`src/hw/rtl/powerline_command_frame_sender_assert.svh`:
```
// Assertion macros for the powerline command frame sender.
// Needs a clk and rst signal in the including module's scope.
`ifndef POWERLINE_COMMAND_FRAME_SENDER_ASSERT_SVH
`define POWERLINE_COMMAND_FRAME_SENDER_ASSERT_SVH

`ifndef SYNTH
`define PCFS_ASSERT(lbl, prop, msg) \
  lbl: assert property (@(posedge clk) disable iff (rst) prop) else $error(msg);
`define PCFS_ASSERT_ALWAYS(lbl, prop, msg) \
  lbl: assert property (@(posedge clk) prop) else $error(msg);
`else
`define PCFS_ASSERT(lbl, prop, msg)
`define PCFS_ASSERT_ALWAYS(lbl, prop, msg)
`endif

`endif

```
`src/hw/rtl/pcfs_pkg.sv`:
```
// Shared types and constants for the powerline command frame sender.
// No dependencies.
package pcfs_pkg;

  typedef enum logic [2:0] {
    PH_IDLE,
    PH_SYNC,
    PH_START,
    PH_HOUSE,
    PH_NUMBER,
    PH_TRAILER
  } pcfs_phase_t;

  localparam logic [1:0] CFG_START_PATTERN = 2'd0;
  localparam logic [1:0] CFG_BRIGHT_CODE   = 2'd1;
  localparam logic [1:0] CFG_DIM_CODE      = 2'd2;

  localparam logic [2:0] START_BITS  = 3'd4;
  localparam logic [2:0] HOUSE_BITS  = 3'd4;
  localparam logic [2:0] NUMBER_BITS = 3'd5;
  localparam logic [2:0] TRAILER_LEN = 3'd6;

  localparam logic [3:0] START_PATTERN_RST = 4'd14;
  localparam logic [4:0] BRIGHT_CODE_RST   = 5'd11;
  localparam logic [4:0] DIM_CODE_RST      = 5'd9;

  typedef struct packed {
    logic [3:0] start_pattern;
    logic [4:0] bright_code;
    logic [4:0] dim_code;
  } pcfs_cfg_t;

  typedef struct packed {
    logic carrier_burst;
    logic bit_valid;
    logic frame_done;
    logic busy_res;
    logic rejected;
  } pcfs_res_t;

endpackage

```
`src/hw/rtl/pcfs_cfg.sv`:
```
// Configuration registers: start pattern, bright and dim codes.
// Depends on pcfs_pkg.
module pcfs_cfg (
  input  logic               clk,
  input  logic               rst,
  input  logic               cfg_we,
  input  logic [1:0]         cfg_index,
  input  logic [4:0]         cfg_data,
  output pcfs_pkg::pcfs_cfg_t cfg
);
  import pcfs_pkg::*;

  always_ff @(posedge clk) begin
    if (rst) begin
      cfg.start_pattern <= START_PATTERN_RST;
      cfg.bright_code   <= BRIGHT_CODE_RST;
      cfg.dim_code      <= DIM_CODE_RST;
    end else if (cfg_we) begin
      unique case (cfg_index)
        CFG_START_PATTERN: cfg.start_pattern <= cfg_data[3:0];
        CFG_BRIGHT_CODE:   cfg.bright_code   <= cfg_data;
        CFG_DIM_CODE:      cfg.dim_code      <= cfg_data;
        default: ;
      endcase
    end
  end

endmodule

```
`src/hw/rtl/pcfs_seq.sv`:
```
// Frame sequencer: frame state and the per-beat next-state/result logic.
// Depends on pcfs_pkg and powerline_command_frame_sender_assert.svh.
`include "powerline_command_frame_sender_assert.svh"
module pcfs_seq (
  input  logic                clk,
  input  logic                rst,
  input  logic                step,
  input  logic                mode,
  input  logic [3:0]          house_addr,
  input  logic [4:0]          unit_code,
  input  logic [3:0]          repeats,
  input  pcfs_pkg::pcfs_cfg_t cfg,
  output pcfs_pkg::pcfs_res_t res
);
  import pcfs_pkg::*;

  pcfs_phase_t phase, phase_next;
  logic [2:0]  bit_index, bit_index_next;
  logic        complement_due, complement_due_next;
  logic [3:0]  repeat_left, repeat_left_next;
  logic [3:0]  house_hold, house_hold_next;
  logic [4:0]  number_hold, number_hold_next;
  logic        last_bit, last_bit_next;
  logic [2:0]  trailer_left, trailer_left_next;

  logic        trailer_due;
  logic        tx_bit;
  logic [2:0]  bi_inc;
  logic [2:0]  fld_width;
  logic [2:0]  fld_shift;
  logic [4:0]  fld_value;
  logic [4:0]  fld_shifted;
  logic [3:0]  repeat_dec;
  logic [2:0]  trailer_dec;

  always_ff @(posedge clk) begin
    if (rst) begin
      phase          <= PH_IDLE;
      bit_index      <= '0;
      complement_due <= 1'b0;
      repeat_left    <= '0;
      house_hold     <= '0;
      number_hold    <= '0;
      last_bit       <= 1'b0;
      trailer_left   <= '0;
    end else begin
      phase          <= phase_next;
      bit_index      <= bit_index_next;
      complement_due <= complement_due_next;
      repeat_left    <= repeat_left_next;
      house_hold     <= house_hold_next;
      number_hold    <= number_hold_next;
      last_bit       <= last_bit_next;
      trailer_left   <= trailer_left_next;
    end
  end

  // coded field shared by house and number phases
  assign fld_value   = (phase == PH_HOUSE) ? {1'b0, house_hold} : number_hold;
  assign fld_width   = (phase == PH_HOUSE) ? HOUSE_BITS : NUMBER_BITS;
  assign fld_shift   = fld_width - 3'd1 - bit_index;
  assign fld_shifted = fld_value >> fld_shift;
  assign bi_inc      = bit_index + 3'd1;
  assign repeat_dec  = repeat_left - 4'd1;
  assign trailer_dec = trailer_left - 3'd1;
  assign trailer_due = (number_hold != cfg.bright_code) && (number_hold != cfg.dim_code);

  always_comb begin
    phase_next          = phase;
    bit_index_next      = bit_index;
    complement_due_next = complement_due;
    repeat_left_next    = repeat_left;
    house_hold_next     = house_hold;
    number_hold_next    = number_hold;
    last_bit_next       = last_bit;
    trailer_left_next   = trailer_left;
    tx_bit              = 1'b0;
    res                 = '0;

    if (step) begin
      if (!mode) begin
        if (phase != PH_IDLE) begin
          res.rejected = 1'b1;
        end else begin
          house_hold_next     = house_addr;
          number_hold_next    = unit_code;
          repeat_left_next    = repeats;
          bit_index_next      = '0;
          complement_due_next = 1'b0;
          last_bit_next       = 1'b0;
          trailer_left_next   = '0;
          phase_next          = PH_SYNC;
        end
      end else if (phase != PH_IDLE) begin
        res.bit_valid = 1'b1;
        unique case (phase)
          PH_SYNC: begin
            bit_index_next      = '0;
            complement_due_next = 1'b0;
            if (repeat_left != '0) begin
              phase_next = PH_START;
            end else if (trailer_due) begin
              phase_next        = PH_TRAILER;
              trailer_left_next = TRAILER_LEN;
            end else begin
              phase_next     = PH_IDLE;
              res.frame_done = 1'b1;
            end
          end
          PH_START: begin
            tx_bit = cfg.start_pattern[2'(2'd3 - bit_index[1:0])];
            if (bi_inc >= START_BITS) begin
              phase_next     = PH_HOUSE;
              bit_index_next = '0;
            end else begin
              bit_index_next = bi_inc;
            end
          end
          PH_HOUSE, PH_NUMBER: begin
            if (complement_due) begin
              tx_bit              = ~last_bit;
              complement_due_next = 1'b0;
              bit_index_next      = bi_inc;
              if (bi_inc >= fld_width) begin
                bit_index_next = '0;
                if (phase == PH_HOUSE) begin
                  phase_next = PH_NUMBER;
                end else begin
                  repeat_left_next = repeat_dec;
                  if (repeat_dec != '0) begin
                    phase_next = PH_START;
                  end else if (trailer_due) begin
                    phase_next        = PH_TRAILER;
                    trailer_left_next = TRAILER_LEN;
                  end else begin
                    phase_next     = PH_IDLE;
                    res.frame_done = 1'b1;
                  end
                end
              end
            end else begin
              tx_bit              = fld_shifted[0];
              last_bit_next       = fld_shifted[0];
              complement_due_next = 1'b1;
            end
          end
          PH_TRAILER: begin
            trailer_left_next = trailer_dec;
            if (trailer_dec == '0) begin
              phase_next     = PH_IDLE;
              res.frame_done = 1'b1;
            end
          end
          default: ;
        endcase
      end
    end

    res.carrier_burst = tx_bit;
    res.busy_res      = (phase_next != PH_IDLE);
  end

  `PCFS_ASSERT(a_done_goes_idle, (step && res.frame_done) |=> (phase == PH_IDLE),
               "frame_done without return to idle")
  `PCFS_ASSERT(a_cmd_starts_sync, (step && !mode && phase == PH_IDLE) |=> (phase == PH_SYNC),
               "accepted command did not start a frame")
  `PCFS_ASSERT(a_hold_when_no_beat, !step |=> ($stable(phase) && $stable(bit_index)),
               "frame state moved without an input beat")
  `PCFS_ASSERT(a_trailer_count, (phase == PH_TRAILER) |-> (trailer_left != '0),
               "trailer phase with empty count")
  `PCFS_ASSERT(a_number_index, (phase == PH_NUMBER) |-> (bit_index < NUMBER_BITS),
               "number bit index out of range")

endmodule

```
`src/hw/rtl/pcfs_out_reg.sv`:
```
// Result register on the output stream; frees the input side while it drains.
// Depends on pcfs_pkg.
module pcfs_out_reg (
  input  logic                clk,
  input  logic                rst,
  input  logic                load,
  input  pcfs_pkg::pcfs_res_t res_in,
  output logic                load_ready,
  output logic                m_tvalid,
  input  logic                m_tready,
  output pcfs_pkg::pcfs_res_t res_out
);
  import pcfs_pkg::*;

  assign load_ready = !m_tvalid || m_tready;

  always_ff @(posedge clk) begin
    if (rst) begin
      m_tvalid <= 1'b0;
    end else if (load_ready) begin
      m_tvalid <= load;
    end
  end

  // payload, no reset needed
  always_ff @(posedge clk) begin
    if (load && load_ready) begin
      res_out <= res_in;
    end
  end

endmodule

```
`src/hw/rtl/powerline_command_frame_sender.sv`:
```
// Top level of the powerline command frame sender (bit-level, X10-style framing).
// Depends on pcfs_pkg, pcfs_cfg, pcfs_seq, pcfs_out_reg.
//
//   port group  dir  beat contents
//   s_*         in   tuser: mode; tdata: house_addr[3:0] unit_code[8:4] repeats[12:9]
//   m_*         out  tlast: frame_done; tdata: carrier_burst bit_valid busy_res rejected
//   cfg_*       in   register write: 0 start_pattern, 1 bright_code, 2 dim_code
//
// One beat per cycle while s_tready is high; each input beat's result appears next cycle.
// Frame state advances in a single pass of next-state logic into the result register.
// s_tready drops only while a result waits and m_tready is low.
// Synchronous reset clears the frame state and loads register defaults.
module powerline_command_frame_sender (
  input  logic        clk,
  input  logic        rst,
  input  logic        s_tvalid,
  output logic        s_tready,
  input  logic [15:0] s_tdata,   // house_addr[3:0], unit_code[8:4], repeats[12:9], pad
  input  logic        s_tuser,   // mode
  output logic        m_tvalid,
  input  logic        m_tready,
  output logic [7:0]  m_tdata,   // carrier_burst[0], bit_valid[1], busy_res[2], rejected[3]
  output logic        m_tlast,
  input  logic        cfg_we,
  input  logic [1:0]  cfg_index,
  input  logic [4:0]  cfg_data
);
  import pcfs_pkg::*;

  pcfs_cfg_t cfg;
  pcfs_res_t res_comb;
  pcfs_res_t res_q;
  logic      step;

  assign step = s_tvalid && s_tready;

  pcfs_cfg u_cfg (
    .clk       (clk),
    .rst       (rst),
    .cfg_we    (cfg_we),
    .cfg_index (cfg_index),
    .cfg_data  (cfg_data),
    .cfg       (cfg)
  );

  pcfs_seq u_seq (
    .clk         (clk),
    .rst         (rst),
    .step        (step),
    .mode        (s_tuser),
    .house_addr  (s_tdata[3:0]),
    .unit_code   (s_tdata[8:4]),
    .repeats     (s_tdata[12:9]),
    .cfg         (cfg),
    .res         (res_comb)
  );

  pcfs_out_reg u_out (
    .clk        (clk),
    .rst        (rst),
    .load       (s_tvalid),
    .res_in     (res_comb),
    .load_ready (s_tready),
    .m_tvalid   (m_tvalid),
    .m_tready   (m_tready),
    .res_out    (res_q)
  );

  assign m_tdata = {4'b0000, res_q.rejected, res_q.busy_res, res_q.bit_valid,
                    res_q.carrier_burst};
  assign m_tlast = res_q.frame_done;

endmodule

```
`config.mk`:
```
export PLATFORM = sky130hd
export DESIGN_NAME = powerline_command_frame_sender
export DESIGN_NICKNAME = d
export VERILOG_FILES = /design/src/hw/rtl/pcfs_pkg.sv /design/src/hw/rtl/pcfs_cfg.sv /design/src/hw/rtl/pcfs_seq.sv /design/src/hw/rtl/pcfs_out_reg.sv /design/src/hw/rtl/powerline_command_frame_sender.sv
export VERILOG_INCLUDE_DIRS = /design/src /design/src/hw/rtl
export SDC_FILE = /design/constraint.sdc
export NUM_CORES = 1
export LEC_CHECK = 0
export BUFFER_PORTS_ARGS = -buffer_cell sky130_fd_sc_hd__clkbuf_2
export CAP_MARGIN = 20
export CORE_MARGIN = 2
export CORE_UTILIZATION = 35
export DETAILED_ROUTE_END_ITERATION = 8
export PLACE_DENSITY = 0.62
export SLEW_MARGIN = 30
export SYNTH_ARGS = -nofsm -noshare
export SYNTH_HDL_FRONTEND = slang
export SYNTH_HIERARCHICAL = 1
export SYNTH_SLANG_ARGS = --single-unit
```
`constraint.sdc`:
```
create_clock -name clk -period 3.8 [get_ports clk]
set_input_delay 0.38 -clock clk [delete_from_list [all_inputs] [get_ports clk]]
set_output_delay 0.38 -clock clk [all_outputs]
set_load 0.01 [all_outputs]
```
==> results.cfg <==
[setup_path]
required_ns = 4.00
cp_max_fo = 15
critPathCaptureType = flip-flop
path_cells = nand3b_1 > ha_1 > nand3b_1 > nand3_2 > a2111oi_4 > o21ai_0 > a22oi_1 > nor2_1
path_common_cell = nand3b_1
path_class = flip-flop to flip-flop
critPathLaunchType = flip-flop
cp.arrival_ns = 3.15
slowest_stage = dfxtp_1
critPathMaxStageDelay_ns = 0.67

[detailed_routing]
viasPerCell = 5.15
drt_iter0_drc = 137
drc_errors = 0
detail-route-antenna-nets = 0
dr.pass1.iters = 4
wire_per_inst_um = 13.0
vias = 2323
drt_wl_total_um = 5850

[pwr]
p_leak_uw = 0.00122
ir_drop_uv = 143
power_density_nw_per_um2 = 315
power_uw = 974

[timing]
fin_crit_ns = 2.95
max_freq_mhz = 339
finalCritPeriodShare_pct = 77.6
setup_viol = 0
rsz0062_at_grt = false
fin_worst_skew_ns = 0.0122
worst_pin_slew_ns = 0.674
timing.final.ws_setup_ns = 0.851
hold_viol = 0
slew_violations = 0
setup-tns-final_ns = 0
relSlewSlack_pct = 54.6

[clock_network]
cts.clk_slew.worst_paths_ns = 0.09
post_cts_buffers = 0
htree_levels = 2
numClockSinks = 44
clockRootBuffer = clkbuf_8
cts_made_buffers = 5
tritoncts = done
holdBufCountCts = 0
clockBufferDepth = 2
clk_latency_ns = 0.30
cts_resized = 0

[grt]
grt_pass1_wl_um = 10100
antenna_found_initial = 0
grt_max_degree = 49
track_usage_pct = 14.4
grt_pass1_vias = 2246
globalRouteOverflowTotal = 0

[die]
core_region_area_um2 = 7690
fp-row-count = 32
fp.dieW_um = 93.0
die_height_um = 93.0
fp.dieArea_um2 = 8640
initial_core_util_pct = 36.0
ios = 40

[final_layout]
area_growth_pct = 11.6
layout-drive-gt1-share_pct = 17.8
nNetsFinal = 389
antennaDiodeCount = 0
instances_no_fill = 451

[logic_synthesis]
synth_top_family_by_area = simple AND/OR/NAND/NOR gates
syn_area_um2 = 2770
synth_mux_area_share_pct = 7.86
ys_seq_elements = 44
synthCells = 324
synth.yosys.seq_area_share_pct = 33.6
synth-edff-count = 5
synthXorXnorAreaFrac_pct = 4.70
avgSynthCellArea_um2 = 8.55
synth_adder_area_share_pct = 5.42
synth_simple_gate_area_share_pct = 24.6
synth.yosys.warnings = 6
async_flop_share_pct = 0
yosysUniqueCellTypes = 65
synth_compound_area_share_pct = 17.8
ys.flop_type = dfxtp_1

[hold_path]
min_path_type = input pin to flip-flop

[placed_design]
io_buffers = 32
hpwl_um = 4310
place_inst = 442
dp_slack_ns = 0.877
gp_congestion = 0.889

[flow_run]
drv_cap = 0

[run_status]
status = completed
## registers in the layout, summed over array words and instances, names as in the netlist
name and cells:
u_seq/bit_index 3, u_cfg/cfg 14, u_seq/number_hold 5, u_seq/repeat_left 4
u_out/m_tvalid 1, u_seq/phase 3, u_seq/complement_due 1, u_seq/house_hold 4
u_seq/last_bit 1, u_seq/trailer_left 3, u_out/res_out 5
## synth_stat cells (all sizes together), types with 2 or more instances
| cell type | n | area (µm²) |
|---|---|---|
| a211oi | 2 | 15.0 |
| a21oi | 30 | 158 |
| a22oi | 3 | 22.5 |
| and2 | 6 | 40.0 |
| buf | 11 | 72.6 |
| clkbuf | 11 | 41.3 |
| dfxtp | 39 | 781 |
| edfxtp | 5 | 150 |
| ha | 12 | 150 |
| inv | 13 | 48.8 |
| mux2i | 15 | 150 |
| mux4 | 3 | 67.6 |
| nand2 | 22 | 82.6 |
| nand2b | 15 | 101 |
| nand3 | 15 | 80.1 |
| nand3b | 5 | 41.3 |
| nand4 | 4 | 25.0 |
| nand4b | 2 | 17.5 |
| nor2 | 38 | 143 |
| nor2b | 4 | 25.0 |
| nor3 | 7 | 35.0 |
| nor3b | 2 | 26.3 |
| o2111ai | 2 | 17.5 |
| o211ai | 3 | 22.5 |
| o21a | 2 | 15.0 |
| o21ai | 11 | 58.8 |
| o31ai | 3 | 22.5 |
| or4 | 2 | 15.0 |
| xnor2 | 3 | 26.3 |
| xor2 | 11 | 104 |
## worst max-delay path: cells and delay by family (launching register included)
family,cells,cell delay (ns)
compound gates,3,1.02
fa+ha+maj,1,0.34
flops,1,0.67
simple gates,4,0.81
## metal layers
metal  share of wire [%]  up-vias  wire, µm  GRT usage [%]
met2                  46       59      2670           24.3
li1                    -     1187         -              -
met3                 5.1        7       299           2.77
met5                   0        -         0              0
met1                  48     1070      2780           18.2
met4                 1.6        0        95           5.27
## area by class of cell
class,count,area (µm²)
Fill cell,786,4600
Multi-Input combinational cell,248,1690
Sequential cell,44,931
Timing Repair Buffer,36,210
Tap cell,102,128
Clock buffer,6,72.6
Inverter,13,48.8
Clock inverter,2,12.5
## through the flow
step	instance area (µm²)	hold WS (ns)	utilization [%]
final	3090	0.297	40.2
after detailed placement	2980	0.449	38.7
after global routing	3090	0.301	40.2
after CTS	3060	0.298	39.8
after floorplan	2780	0.433	-
after global placement	2980	0.451	38.7
## cells by family after synthesis
kind of cell / Yosys count
buffers and inverters: 35
other: 1
DFF: 44
muxes: 18
AOI/OAI and AO/OA: 72
xor gates and xnor gates: 14
and+or+nand+nor: 128
adders and majority gates: 12
## worst paths after layout
kind | start | slack, ns | to | cells past startpoint
worst max register to register | u_seq/phase[2]$_SDFF_PP0_ | 0.85 | u_seq/repeat_left[2]$_SDFFE_PP0P_ | 8
worst min register to register | u_seq/house_hold[2]$_SDFFE_PP0P_ | 0.46 | u_seq/house_hold[2]$_SDFFE_PP0P_ | 2
worst min-delay path | s_tdata[2] | 0.30 | u_seq/house_hold[2]$_SDFFE_PP0P_ | 3
worst max-delay path | u_seq/phase[2]$_SDFF_PP0_ | 0.85 | u_seq/repeat_left[2]$_SDFFE_PP0P_ | 8
## cell usage in the layout (no fill, tap or decap), types with 7 or more instances in the layout
cell and count:
o21ai_0 9, a21oi_1 28, nor3_1 7, clkbuf_2 32
inv_1 13, dfxtp_1 39, ha_1 12, nand2b_1 14
xor2_1 10, nor2_1 38, mux2i_1 15, nand3_1 14
nand2_1 22
## where the power goes
part	leakage [µW]	switching [µW]	internal, µW	total (µW)
Clock	0.0000412	164	129	293
Combinational	0.000810	98.6	77.4	176
Sequential	0.000368	15.0	490	505
Total	0.00122	278	696	974
Note: power is estimated with default switching activity, not from simulation.
